## config.mk

```make
export PLATFORM = sky130hd
export DESIGN_NAME = divider_and_reloading_timer_top
export DESIGN_NICKNAME = d
export VERILOG_FILES = /design/src/rtl/dart_pkg.sv /design/src/rtl/divider_and_reloading_timer_top.sv
export SDC_FILE = /design/constraint.sdc
export NUM_CORES = 1
export LEC_CHECK = 0
export ABC_AREA = 1
export BUFFER_PORTS_ARGS = -buffer_cell sky130_fd_sc_hd__buf_4
export CORE_MARGIN = 3
export CORE_UTILIZATION = 34
export CTS_CLUSTER_SIZE = 16
export DETAILED_ROUTE_END_ITERATION = 10
export GPL_TIMING_DRIVEN = 0
export SLEW_MARGIN = 10
export SYNTH_ARGS = -nofsm -noshare
export SYNTH_HDL_FRONTEND = slang
export SYNTH_SLANG_ARGS = --single-unit
export TNS_END_PERCENT = 5
```

## constraint.sdc

```tcl
create_clock -name clk -period 3.2 [get_ports clk]
set_input_delay 0.64 -clock clk [delete_from_list [all_inputs] [get_ports clk]]
set_output_delay 0.64 -clock clk [all_outputs]
set_load 0.02 [all_outputs]
```

## src/rtl/dart_pkg.sv

```systemverilog
// ----------------------------------------------------------------------------
// dart_pkg: shared definitions for the divider and reloading timer
// Field widths, register indexes and the period decoder of the clock select.
// ----------------------------------------------------------------------------
`default_nettype none

package dart_pkg;

  localparam int unsigned ElapsedW  = 6;
  localparam int unsigned DividerW  = 16;
  localparam int unsigned ByteW     = 8;
  localparam int unsigned PrescaleW = 9;
  localparam int unsigned SelW      = 2;
  localparam int unsigned CfgIdxW   = 2;
  localparam int unsigned InDataW   = 8;
  localparam int unsigned OutDataW  = 24;

  // Configuration register indexes
  localparam logic [CfgIdxW-1:0] REG_TIMER_ENABLE = 2'd0;
  localparam logic [CfgIdxW-1:0] REG_CLOCK_SELECT = 2'd1;
  localparam logic [CfgIdxW-1:0] REG_RELOAD_VALUE = 2'd2;

  // Clock select codes
  localparam logic [SelW-1:0] SEL_256 = 2'd0;
  localparam logic [SelW-1:0] SEL_4   = 2'd1;
  localparam logic [SelW-1:0] SEL_16  = 2'd2;
  localparam logic [SelW-1:0] SEL_64  = 2'd3;

  typedef logic [PrescaleW-1:0] prescale_t;

  function automatic prescale_t period_of(input logic [SelW-1:0] sel);
    prescale_t p;
    unique case (sel)
      SEL_4:   p = 9'd4;
      SEL_16:  p = 9'd16;
      SEL_64:  p = 9'd64;
      SEL_256: p = 9'd256;
      default: p = 9'd256;
    endcase
    return p;
  endfunction

endpackage

`default_nettype wire

```

## src/rtl/divider_and_reloading_timer_top.sv

```systemverilog
// ----------------------------------------------------------------------------
// divider_and_reloading_timer_top: free-running divider and reloading timer
//
//   channel | direction | handshake            | payload
//   in_     | sink      | in_tvalid/in_tready  | in_tdata  : elapsed clocks
//   out_    | source    | out_tvalid/out_tready| out_tdata : divider, counter, irq
//   cfg_    | sink      | cfg_valid/cfg_ready  | cfg_index, cfg_data
//
// With the timer enabled, an item is accepted and then consumes its whole periods
// (up to 79 at the shortest period), one per cycle through a single prescale
// subtractor, before its result is written out; a disabled timer skips the periods.
// The result sits in an output register, so a stalled result only holds the
// block once the next item is finished. Reset (rst_n, synchronous) clears all
// counters, the configuration and the output valid; no clearing pass is needed.
// ----------------------------------------------------------------------------
`default_nettype none

module divider_and_reloading_timer_top (
  input  wire logic                         clk,
  input  wire logic                         rst_n,
  // slave side
  input  wire logic                         in_tvalid,
  output logic                              in_tready,
  input  wire logic [dart_pkg::InDataW-1:0] in_tdata,   // [5:0] elapsed_clocks
  // master side
  output logic                              out_tvalid,
  input  wire logic                         out_tready,
  output logic [dart_pkg::OutDataW-1:0]     out_tdata,  // [7:0] divider_value,
                                                        // [15:8] counter_value,
                                                        // [16] timer_interrupt
  // configuration writes
  input  wire logic                         cfg_valid,
  output logic                              cfg_ready,
  input  wire logic [dart_pkg::CfgIdxW-1:0] cfg_index,
  input  wire logic [dart_pkg::ByteW-1:0]   cfg_data
);

  import dart_pkg::*;

  typedef enum logic [2:0] {
    S_IDLE = 3'b001,
    S_RUN  = 3'b010,
    S_DONE = 3'b100
  } state_t;

  state_t                state_r, state_nxt;
  logic [DividerW-1:0]   divider_r, divider_nxt;
  prescale_t             prescale_r, prescale_nxt;
  logic [ByteW-1:0]      count_r, count_nxt;
  logic                  irq_r, irq_nxt;

  logic                  enable_r;
  logic [SelW-1:0]       sel_r;
  logic [ByteW-1:0]      reload_r;

  logic                  out_valid_r, out_valid_nxt;
  logic [OutDataW-1:0]   out_data_r, out_data_nxt;

  logic                  in_acc;
  logic                  out_free;
  logic [PrescaleW:0]    diff;
  logic                  whole_period;
  logic [ElapsedW-1:0]   elapsed;

  assign in_tready  = (state_r == S_IDLE);
  assign in_acc     = in_tvalid && in_tready;
  assign out_free   = !out_valid_r || out_tready;
  assign out_tvalid = out_valid_r;
  assign out_tdata  = out_data_r;
  assign cfg_ready  = 1'b1;
  assign elapsed    = in_tdata[ElapsedW-1:0];

  // shared subtractor: prescale minus the selected period
  assign diff         = {1'b0, prescale_r} - {1'b0, period_of(sel_r)};
  assign whole_period = !diff[PrescaleW];

  always_comb begin
    state_nxt     = state_r;
    divider_nxt   = divider_r;
    prescale_nxt  = prescale_r;
    count_nxt     = count_r;
    irq_nxt       = irq_r;
    out_valid_nxt = out_valid_r;
    out_data_nxt  = out_data_r;

    if (out_valid_r && out_tready) begin
      out_valid_nxt = 1'b0;
    end

    unique case (state_r)
      S_IDLE: begin
        if (in_acc) begin
          divider_nxt = divider_r + DividerW'(elapsed);
          irq_nxt     = 1'b0;
          if (enable_r) begin
            prescale_nxt = prescale_r + PrescaleW'(elapsed);
            state_nxt    = S_RUN;
          end else begin
            state_nxt    = S_DONE;
          end
        end
      end
      S_RUN: begin
        if (whole_period) begin
          prescale_nxt = diff[PrescaleW-1:0];
          if (count_r == {ByteW{1'b1}}) begin
            count_nxt = reload_r;
            irq_nxt   = 1'b1;
          end else begin
            count_nxt = count_r + 1'b1;
          end
        end else begin
          state_nxt = S_DONE;
        end
      end
      S_DONE: begin
        // hold until the output register is free
        if (out_free) begin
          out_valid_nxt = 1'b1;
          out_data_nxt  = {7'd0, irq_r, count_r, divider_r[DividerW-1 -: ByteW]};
          state_nxt     = S_IDLE;
        end
      end
      default: state_nxt = S_IDLE;
    endcase
  end

  always_ff @(posedge clk) begin
    if (!rst_n) begin
      state_r     <= S_IDLE;
      divider_r   <= '0;
      prescale_r  <= '0;
      count_r     <= '0;
      irq_r       <= 1'b0;
      out_valid_r <= 1'b0;
      enable_r    <= 1'b0;
      sel_r       <= SEL_256;
      reload_r    <= '0;
    end else begin
      state_r     <= state_nxt;
      divider_r   <= divider_nxt;
      prescale_r  <= prescale_nxt;
      count_r     <= count_nxt;
      irq_r       <= irq_nxt;
      out_valid_r <= out_valid_nxt;
      if (cfg_valid && cfg_ready) begin
        unique case (cfg_index)
          REG_TIMER_ENABLE: enable_r <= cfg_data[0];
          REG_CLOCK_SELECT: sel_r    <= cfg_data[SelW-1:0];
          REG_RELOAD_VALUE: reload_r <= cfg_data;
          default: ;
        endcase
      end
    end
  end

  always_ff @(posedge clk) begin
    out_data_r <= out_data_nxt;
  end

`ifndef SYNTH
  a_state_onehot: assert property (@(posedge clk) disable iff (!rst_n)
    $onehot(state_r))
    else $error("sequencer state not one-hot");

  a_busy_after_accept: assert property (@(posedge clk) disable iff (!rst_n)
    in_tvalid && in_tready |=> !in_tready)
    else $error("request accepted while previous one in progress");

  a_prescale_bound: assert property (@(posedge clk) disable iff (!rst_n)
    prescale_r < 9'd320)
    else $error("prescale count out of range");
`endif

endmodule

`default_nettype wire

```

==> results of run 1 <==
[report_power, final]
part	internal (mW)	switching, mW	leakage (nW)	total [mW]
combinational	0.131	0.200	1.31	0.331
sequential	0.891	0.0229	0.557	0.914
clock	0.358	0.312	0.0893	0.670
total	1.38	0.535	1.96	1.91
[final cells by class]
type | instances | area (um^2) | share of cell area, %
clock inverter | 5 | 55.1 | 1.25
timing repair buffer | 40 | 300 | 6.83
multi-input combinational | 338 | 1810 | 41.3
buffer | 20 | 145 | 3.30
clock buffer | 11 | 131 | 2.99
inverter | 77 | 290 | 6.60
tap | 136 | 170 | 3.87
sequential | 66 | 1490 | 33.9
[cells by family after synthesis]
kind of cell | count (synthesis) | share of synthesized area (%)
AO/OA/AOI/OAI | 86 | 12.9
AND/OR/NAND/NOR | 217 | 26.2
adder cells (fa/ha/maj) | 20 | 7.15
other | 2 | 0.202
XOR/XNOR | 7 | 1.65
flip-flops | 66 | 40.2
buffers and inverters | 97 | 11.7
[metrics by stage]
step                      hold WS (ns)  cell area (um^2)  TNS [ns]  setup slack, ns  std cells
after floorplan                  0.408              3730         0            0.412        501
after global placement           0.418              4190     -7.73           -0.456        675
after detailed placement         0.415              4210         0             1.01        677
after CTS                        0.432              4400         0             1.21        693
after global routing             0.453              4400         0             1.03        693
final                            0.432              4400         0             1.21        693
[state kept, by name, summed over array words and instances (netlist names)]
signal,flops
out_tvalid,1
enable_r,1
divider_r,16
state_r,3
count_r,8
reload_r,8
out_tdata,17
prescale_r,9
irq_r,1
sel_r,2
[path summary, 6_finish.rpt]
path / end / slack [ns] / cells past startpoint
hold / removal: out_tdata[7]$_DFFE_PP_ / 0.43 / 0
hold reg to reg: out_tdata[7]$_DFFE_PP_ / 0.43 / 0
setup / recovery: prescale_r[5]$_SDFFE_PN0P_ / 1.21 / 11
setup reg to reg: prescale_r[5]$_SDFFE_PN0P_ / 1.21 / 11
[cells in the final DEF, fill, tap and decap left out, types with 4 or more instances in the layout]
cell type / netlist / final
buf_4: 9 / 49
a21oi_2: 4 / 4
clkbuf_8: 0 / 9
inv_1: 71 / 71
ha_1: 18 / 18
edfxtp_1: 17 / 17
nor3_1: 11 / 11
clkbuf_1: 4 / 6
a21oi_1: 34 / 34
nor2_1: 51 / 51
dfxtp_1: 49 / 49
or2_2: 4 / 4
nand2_1: 103 / 103
nand4_1: 5 / 5
o21ai_0: 32 / 32
nand3_1: 26 / 26
conb_1: 2 / 8
inv_2: 5 / 5
xnor2_1: 4 / 4
[layer usage]
metal	up-vias	wire (um)
met2	69	3900
met4	0	155
met1	1440	3860
met5	-	0
li1	1694	-
met3	15	323
==> flow_metrics.env, run 1 <==
export IMPL_syn_cell_area_um2=3710
export IMPL_grt_pass1_vias=3012
export IMPL_clk_root_buffer_cell="clkbuf_8"
export IMPL_yosys_area_top_type="dfxtp_1"
export IMPL_cts_resized=0
export IMPL_ys_warn_count=0
export IMPL_syn_avg_cell_area_um2=7.50
export IMPL_rsz0062_at_grt="false"
export IMPL_ant_nets=0
export IMPL_yosysUniqueCellTypes=43
export IMPL_cts_setup_buffers=0
export IMPL_drv_cap=0
export IMPL_crit_start="sel_r[1]$_SDFFE_PN0P_"
export IMPL_status="complete, no violations"
export IMPL_cts_sinks=66
export IMPL_insertedDiodeCount=0
export IMPL_crit_top_cell="nand2_4"
export IMPL_synth_area_top_cells="dfxtp_1, edfxtp_1, nand2_1, inv_1, ha_1"
export IMPL_critical_path_class="reg2reg"
export IMPL_avgRoutedWirePerCell_um=11.9
export IMPL_vias=3218
export IMPL_slowest_stage="dfxtp_1"
export IMPL_place_hpwl_um=6250
export IMPL_clk_pin_slew_ns=0.07
export IMPL_power_per_cell_area_nw_per_um2=435
export IMPL_drt_initial_drc_count=126
export IMPL_p_total_mw=1.91
export IMPL_cp_start_kind="register"
export IMPL_cts_tree="yes"
export IMPL_hold_start="divider_r[15]$_SDFFE_PN0P_"
export IMPL_hold_viol=0
export IMPL_yosys_most_used_dff="dfxtp_1"
export IMPL_final_nets=595
export IMPL_post_synth_top_count_cell="nand2_1"
export IMPL_yosysTopAreaCellShare_pct=26.4
export IMPL_required_ns=3.42
export IMPL_arrival_ns=2.21
export IMPL_crit_path_end_kind="register"
export IMPL_synth_edff_count=17
export IMPL_postSynthCellCount=495
export IMPL_area_growth_pct=18.5
export IMPL_slew_headroom_pct=61.1
export IMPL_totalWireLength_um=8240
export IMPL_portBuffers=38
export IMPL_met1_usage_pct=17.7
export IMPL_grtUsageTotal_pct=14.0
export IMPL_gp_congestion=0.894
export IMPL_hp_class="reg2reg"
export IMPL_drv_slew=0
export IMPL_setup_viol=0
export IMPL_finClkSkew_ns=0.00846
export IMPL_fin_crit_ns=1.99
export IMPL_ios=50
export IMPL_fillCellCount=1062
export IMPL_path_max_fanout=10
export IMPL_die_y_um=110
export IMPL_design_core_area_um2=10500
export IMPL_drt_vias_per_instance=4.64
export IMPL_grt_pass1_wl_um=14300
export IMPL_rows=37
export IMPL_ys_async_sr_fraction_pct=0
export IMPL_antenna_found_initial=0
export IMPL_grt_use_met3_pct=3.07
export IMPL_gr_usage_met2_pct=23.6
export IMPL_grt_overflow_total=0
export IMPL_crit_buf_inv=2
export IMPL_finalCritPeriodShare_pct=62.2
export IMPL_dieWidth_um=110
export IMPL_drc=0
export IMPL_cpLargestDelayFamily="simple AND/OR/NAND/NOR gates"
export IMPL_path_cells="or2_2, ha_1, inv_1, nor2_1, a21oi_2, nand2_4, nand2_4, nand2_4, buf_12, o21ai_1, nor2_1"
export IMPL_die_area_um2=12200
export IMPL_cts_hold_buf=0
export IMPL_max_stage_delay_ns=0.34
export IMPL_max_vdd_ir_drop_uv=187
export IMPL_grt_busiest_layer="met2"
export IMPL_p_leak_nw=1.96
export IMPL_tightest_slew_ns=0.583
export IMPL_grt_start_max_net_pins=12
export IMPL_yosys_top_cells_count="nand2_1, inv_1, nor2_1"
export IMPL_drive_gt1_share_pct=17.8
export IMPL_synth_seq_area_share_pct=40.2
export IMPL_fin_util_pct=42.0
export IMPL_firstDrtPassIters=4
export IMPL_fmax_mhz=502
export IMPL_cts_buffers=9
export IMPL_initial_core_util_pct=35.5
export IMPL_clock_path_buffers=2
export IMPL_htreeDepth=3
export IMPL_insertion_delay_ns=0.33
export IMPL_r2r_start="sel_r[1]$_SDFFE_PN0P_"
export IMPL_yosys_register_bits=66
Power figures use the tool's default switching activity.
==> run 2: changes to the inputs <==
==> constraint.sdc (replaced) <==
create_clock -name clk -period 1.8 [get_ports clk]
set_input_delay 0.36 -clock clk [delete_from_list [all_inputs] [get_ports clk]]
set_output_delay 0.36 -clock clk [all_outputs]
set_load 0.02 [all_outputs]
==> run 2 against run 1 <==
Die area did not move; setup slack got worse by 1.2 ns; clock power rose by 84%; flip-flop and latch count did not move; clock-buffer cell count did not move; critical path type unchanged; global-route usage rose by 0.11 points; core utilization rose by 1.6 points; wire length rose by 3.8%; critical path depth rose by 1.
==> flow_metrics.env, run 2 (synthesis results as in run 1) <==
export IMPL_status="complete, no violations"
export IMPL_clock_path_buffers=2
export IMPL_cts_buffers=9
export IMPL_cts_tree="yes"
export IMPL_grtUsageTotal_pct=14.1
export IMPL_clockPowerShare_pct=35.2
export IMPL_die_y_um=110
export IMPL_finalCritPeriodShare_pct=98.1
export IMPL_grt_overflow_total=0
export IMPL_die_area_um2=12200
export IMPL_hold_viol=0
export IMPL_fillCellCount=1058
export IMPL_cp_start_kind="register"
export IMPL_seqPwrFrac_pct=46.8
export IMPL_regArea_um2=1500
export IMPL_insertedDiodeCount=0
export IMPL_fmax_mhz=566
export IMPL_grt_start_max_net_pins=18
export IMPL_p_sw_mw=1.01
export IMPL_slowest_stage="dfxtp_2"
export IMPL_power_per_cell_area_nw_per_um2=763
export IMPL_max_stage_delay_ns=0.33
export IMPL_drc=0
export IMPL_totalWireLength_um=8560
export IMPL_dpl_worst_slack_ns=-0.187
export IMPL_final_nets=597
export IMPL_area_growth_pct=23.0
export IMPL_drv_slew=0
export IMPL_design_core_area_um2=10500
export IMPL_clk_pin_slew_ns=0.07
export IMPL_multi_input_area_um2=1940
export IMPL_slew_headroom_pct=29.6
export IMPL_p_total_mw=3.48
export IMPL_crit_top_cell="nor2_1"
export IMPL_switching_share_pct=28.9
export IMPL_grt_pass1_wl_um=14400
export IMPL_tightest_slew_ns=1.05
export IMPL_ant_nets=0
export IMPL_fin_crit_ns=1.77
export IMPL_worst_slack_ns=0.0347
export IMPL_grt_pass1_vias=3070
export IMPL_portBuffers=38
export IMPL_cts_hold_buf=0
export IMPL_gp_congestion=0.876
export IMPL_arrival_ns=1.99
export IMPL_drv_cap=0
export IMPL_largest_reg_flops=17
export IMPL_path_cells="or2_4, ha_4, inv_2, nor2_1, a21oi_2, nand2_4, nand2_4, nand2_8, buf_6, o21ai_1, nor2_1, nor2_1"
export IMPL_layout_common_cells="nand2_1, inv_1, buf_4, nor2_1, dfxtp_1"
export IMPL_drt_initial_drc_count=146
export IMPL_final_common_cell="nand2_1"
export IMPL_p_int_mw=2.48
export IMPL_initial_core_util_pct=35.5
export IMPL_setup_viol=0
export IMPL_clk_root_buffer_cell="clkbuf_8"
export IMPL_antenna_found_initial=0
export IMPL_combPwrFrac_pct=18.0
export IMPL_insertion_delay_ns=0.34
export IMPL_place_hpwl_um=6260
export IMPL_rows=37
export IMPL_finClkSkew_ns=0.0104
export IMPL_drt_vias_per_instance=4.72
export IMPL_drive_gt1_share_pct=24.3
export IMPL_vias=3277
export IMPL_cts_sinks=66
export IMPL_p_leak_nw=1.98
export IMPL_avgRoutedWirePerCell_um=12.3
export IMPL_crit_path_end_kind="register"
export IMPL_firstDrtPassIters=5
export IMPL_ios=50
export IMPL_rsz0062_at_grt="true"
export IMPL_htreeDepth=3
export IMPL_critical_path_class="reg2reg"
export IMPL_max_vdd_ir_drop_uv=309
export IMPL_required_ns=2.03
export IMPL_dieWidth_um=110
export IMPL_path_max_fanout=4
export IMPL_hp_class="in2reg"
[run 2: area by class of cell]
type	count	share of cell area, %
well taps	136	3.73
plain buffers	19	2.93
multi-input cells	338	42.5
repair buffers	43	7.59
inverters	77	6.36
clock inverters	5	1.21
flip-flops and latches	66	32.8
clock buffers	11	2.88
[run 2: worst max-delay path: cells and delay by family, from the launching register on]
kind / cells / cell delay, ns
DFF: 1 / 0.33
AOI/OAI and AO/OA: 2 / 0.15
buffers and inverters: 2 / 0.13
and+or+nand+nor: 7 / 0.74
adders and majority gates: 1 / 0.28
[run 2: metrics by stage]
step	hold slack [ns]	instance area [um^2]	TNS [ns]	util (%)	cells
3_5_place_dp	0.417	4210	-2.43	40.2	675
6_report	0.286	4570	0	43.6	695
5_1_grt	0.316	4570	-0.580	43.6	695
2_1_floorplan	0.408	3750	-0.0949	-	501
3_3_place_gp	0.418	4210	-1.64	40.2	675
4_1_cts	0.278	4500	-0.108	43.0	696
[run 2: final timing paths]
check,cells after the start,start,end,slack (ns)
setup / recovery,12,sel_r[0]$_SDFFE_PN0P_,prescale_r[6]$_SDFFE_PN0P_,0.03
hold reg to reg,0,divider_r[15]$_SDFFE_PN0P_,out_tdata[7]$_DFFE_PP_,0.43
hold / removal,3,cfg_data[1],sel_r[1]$_SDFFE_PN0P_,0.29
setup reg to reg,12,sel_r[0]$_SDFFE_PN0P_,prescale_r[6]$_SDFFE_PN0P_,0.03
[run 2: what timing repair did]
action / in CTS / in global routing
setup buffers: 4 / 0
pin swaps: 6 / 10
endpoints found under the setup margin: 18 / 39
resized for setup: 12 / 34
cloned: 1 / 0
[run 2: layer usage]
layer	wire length, um	track usage [%]	vias to the layer above
li1	-	-	1704
met1	4030	18.3	1490
met2	4000	23.5	70
met3	377	3.07	13
met4	152	4.19	0
met5	0	0	-
[run 2: power by group through the flow]
| stage | Clock (mW) | Sequential [mW] | Combinational (mW) |
|---|---|---|---|
| floorplan | 0 | 1.67 | 0.407 |
| global placement | 0 | 1.66 | 0.574 |
| detailed placement | 0 | 1.66 | 0.589 |
| CTS | 1.25 | 1.63 | 0.606 |
| global route | 1.32 | 1.64 | 0.707 |
| finish | 1.23 | 1.63 | 0.626 |
==> run 3: changes to the inputs <==
--- a/config.mk
+++ b/config.mk
@@ -11,7 +11,6 @@
 export CORE_UTILIZATION = 34
 export CTS_CLUSTER_SIZE = 16
 export DETAILED_ROUTE_END_ITERATION = 10
-export GPL_TIMING_DRIVEN = 0
 export SLEW_MARGIN = 10
 export SYNTH_ARGS = -nofsm -noshare
 export SYNTH_HDL_FRONTEND = slang
==> run 3 against run 2 <==
Clock-buffer cell count fell by 1; highest routed layer unchanged; first-iteration DRC count decreased by 8.2%; largest cell class unchanged; combinational power up 3%; cell count up 0.43%; setup slack worse by 0.0012 ns.
==> flow_metrics.env, run 3 (synthesis results as in run 1) <==
export IMPL_status="complete, no violations"
export IMPL_fin_crit_ns=1.77
export IMPL_critical_path_class="reg2reg"
export IMPL_crit_buf_inv=3
export IMPL_fmax_mhz=566
export IMPL_cp_depth=10
export IMPL_path_cells="or2_4, ha_4, inv_2, nor2_2, a21oi_2, nand2_4, buf_4, buf_4, a21oi_2, nor3_1"
export IMPL_slew_headroom_pct=29.2
export IMPL_vias=3268
export IMPL_wl_met1_um=3870
export IMPL_grt_start_max_net_pins=20
export IMPL_max_stage_delay_ns=0.33
export IMPL_portBuffers=39
export IMPL_grt_pass1_wl_um=13800
export IMPL_top_layer_used="met4"
export IMPL_hold_start="cfg_data[1]"
export IMPL_ant_nets=0
export IMPL_rows=37
export IMPL_hp_class="in2reg"
export IMPL_tightest_slew_ns=1.05
export IMPL_largest_reg_flops=17
export IMPL_reg2regPathDepth=10
export IMPL_cts_tree="yes"
export IMPL_cpLargestDelayFamily="simple AND/OR/NAND/NOR gates"
export IMPL_clk_root_buffer_cell="clkbuf_8"
export IMPL_place_hpwl_um=5860
export IMPL_slowest_stage="dfxtp_2"
export IMPL_die_area_um2=12200
export IMPL_cts_sinks=66
export IMPL_finalCritPeriodShare_pct=98.1
export IMPL_drv_slew=0
export IMPL_htreeDepth=3
export IMPL_grtUsageTotal_pct=13.4
export IMPL_clk_pin_slew_ns=0.07
export IMPL_p_leak_nw=2.04
export IMPL_totalWireLength_um=8310
export IMPL_holdWs_ns=0.266
export IMPL_setup_viol=0
export IMPL_drv_cap=0
export IMPL_ios=50
export IMPL_arrival_ns=1.97
export IMPL_crit_end="count_r[5]$_SDFFE_PN0P_"
export IMPL_worstReg2RegEnd="count_r[5]$_SDFFE_PN0P_"
export IMPL_crit_path_end_kind="register"
export IMPL_dieWidth_um=110
export IMPL_firstDrtPassIters=4
export IMPL_grt_pass1_vias=3126
export IMPL_path_max_fanout=6
export IMPL_required_ns=2.01
export IMPL_avgRoutedWirePerCell_um=11.9
export IMPL_wl_met2_um=4020
export IMPL_final_common_cell="nand2_1"
export IMPL_cts_buffers=9
export IMPL_insertedDiodeCount=0
export IMPL_power_per_cell_area_nw_per_um2=808
export IMPL_layout_common_cells="nand2_1, inv_1, buf_4, nor2_1, dfxtp_1"
export IMPL_insertion_delay_ns=0.34
export IMPL_die_y_um=110
export IMPL_clock_path_buffers=2
export IMPL_worst_slack_ns=0.0334
export IMPL_met3_length_um=307
export IMPL_dpl_worst_slack_ns=-0.115
export IMPL_drive_gt1_share_pct=26.3
export IMPL_finClkSkew_ns=0.0122
export IMPL_final_nets=600
export IMPL_hold_viol=0
export IMPL_design_core_area_um2=10500
export IMPL_antenna_found_initial=0
export IMPL_crit_start="sel_r[0]$_SDFFE_PN0P_"
export IMPL_gp_congestion=0.844
export IMPL_initial_core_util_pct=35.5
export IMPL_max_vdd_ir_drop_uv=491
export IMPL_drc=0
export IMPL_drt_vias_per_instance=4.68
export IMPL_drt_initial_drc_count=134
export IMPL_grt_overflow_total=0
export IMPL_r2r_setup_slack_ns=0.03
export IMPL_r2r_start="sel_r[0]$_SDFFE_PN0P_"
export IMPL_rsz0062_at_grt="true"
export IMPL_cp_start_kind="register"
export IMPL_area_growth_pct=26.7
## run 3: cell count changes in the layout (fill, tap and decap cells not counted), moves of 3 or more
cell	before	now
buf_4	50	61
clkbuf_1	6	1
dfxtp_1	43	46
buf_2	3	0
dfxtp_2	6	3
nand2_1	98	92
nand2_2	8	14
## run 3: worst min-delay path by stage
stage                                          to  slack (ns)  cells after the start
after global routing        sel_r[1]$_SDFFE_PN0P_        0.31                      3
after CTS                   sel_r[1]$_SDFFE_PN0P_        0.26                      3
final                       sel_r[1]$_SDFFE_PN0P_        0.27                      3
after global placement     out_tdata[7]$_DFFE_PP_        0.42                      0
after floorplan            out_tdata[7]$_DFFE_PP_        0.41                      0
after detailed placement  out_tdata[16]$_DFFE_PP_        0.42                      0
## run 3: what timing repair did
action	4_1_cts	5_1_grt
setup endpoints to repair	15	23
hold endpoints to repair	0	0
hold buffers	0	0
pin swaps	3	11
gates resized for setup	10	43
setup buffers	0	2
cloned	1	1
## run 3: metrics by stage
stage / util [%] / std cells / TNS [ns] / total power [mW] / area (um^2)
after global routing: 45.0 / 698 / -0.724 / 3.99 / 4700
after CTS: 43.3 / 695 / -0.0181 / 3.80 / 4530
after global placement: 40.5 / 678 / -0.361 / 2.25 / 4230
after detailed placement: 40.5 / 678 / -0.704 / 2.26 / 4230
final: 45.0 / 698 / 0 / 3.80 / 4700
after floorplan: - / 501 / -0.0949 / 2.08 / 3750
## run 3: worst reg2reg max path: cells and delay by family (launching register included)
family,cells,cell delay (ns)
flops,1,0.33
compound gates,2,0.29
simple gates,4,0.44
fa+ha+maj,1,0.23
buf+inv,3,0.35
## run 3: power breakdown
group	internal [mW]	leakage [nW]	total, mW	switching, mW
clock	0.926	0.117	1.53	0.602
sequential	1.58	0.558	1.63	0.0410
combinational	0.269	1.37	0.645	0.376
total	2.78	2.04	3.80	1.02
## run 3: area by class of cell
type | count | area, um^2
inverters | 77 | 293
fillers | 1035 | 5760
clock inverters | 6 | 115
clock buffers | 10 | 128
multi-input cells | 339 | 2000
well taps | 136 | 170
flip-flops and latches | 66 | 1500
repair buffers | 64 | 500
## run 3: layer usage
| layer | vias to the layer above | track usage, % |
|---|---|---|
| li1 | 1708 | - |
| met1 | 1487 | 16.5 |
| met2 | 62 | 22.8 |
| met3 | 11 | 2.58 |
| met4 | 0 | 5.50 |
| met5 | - | 0 |
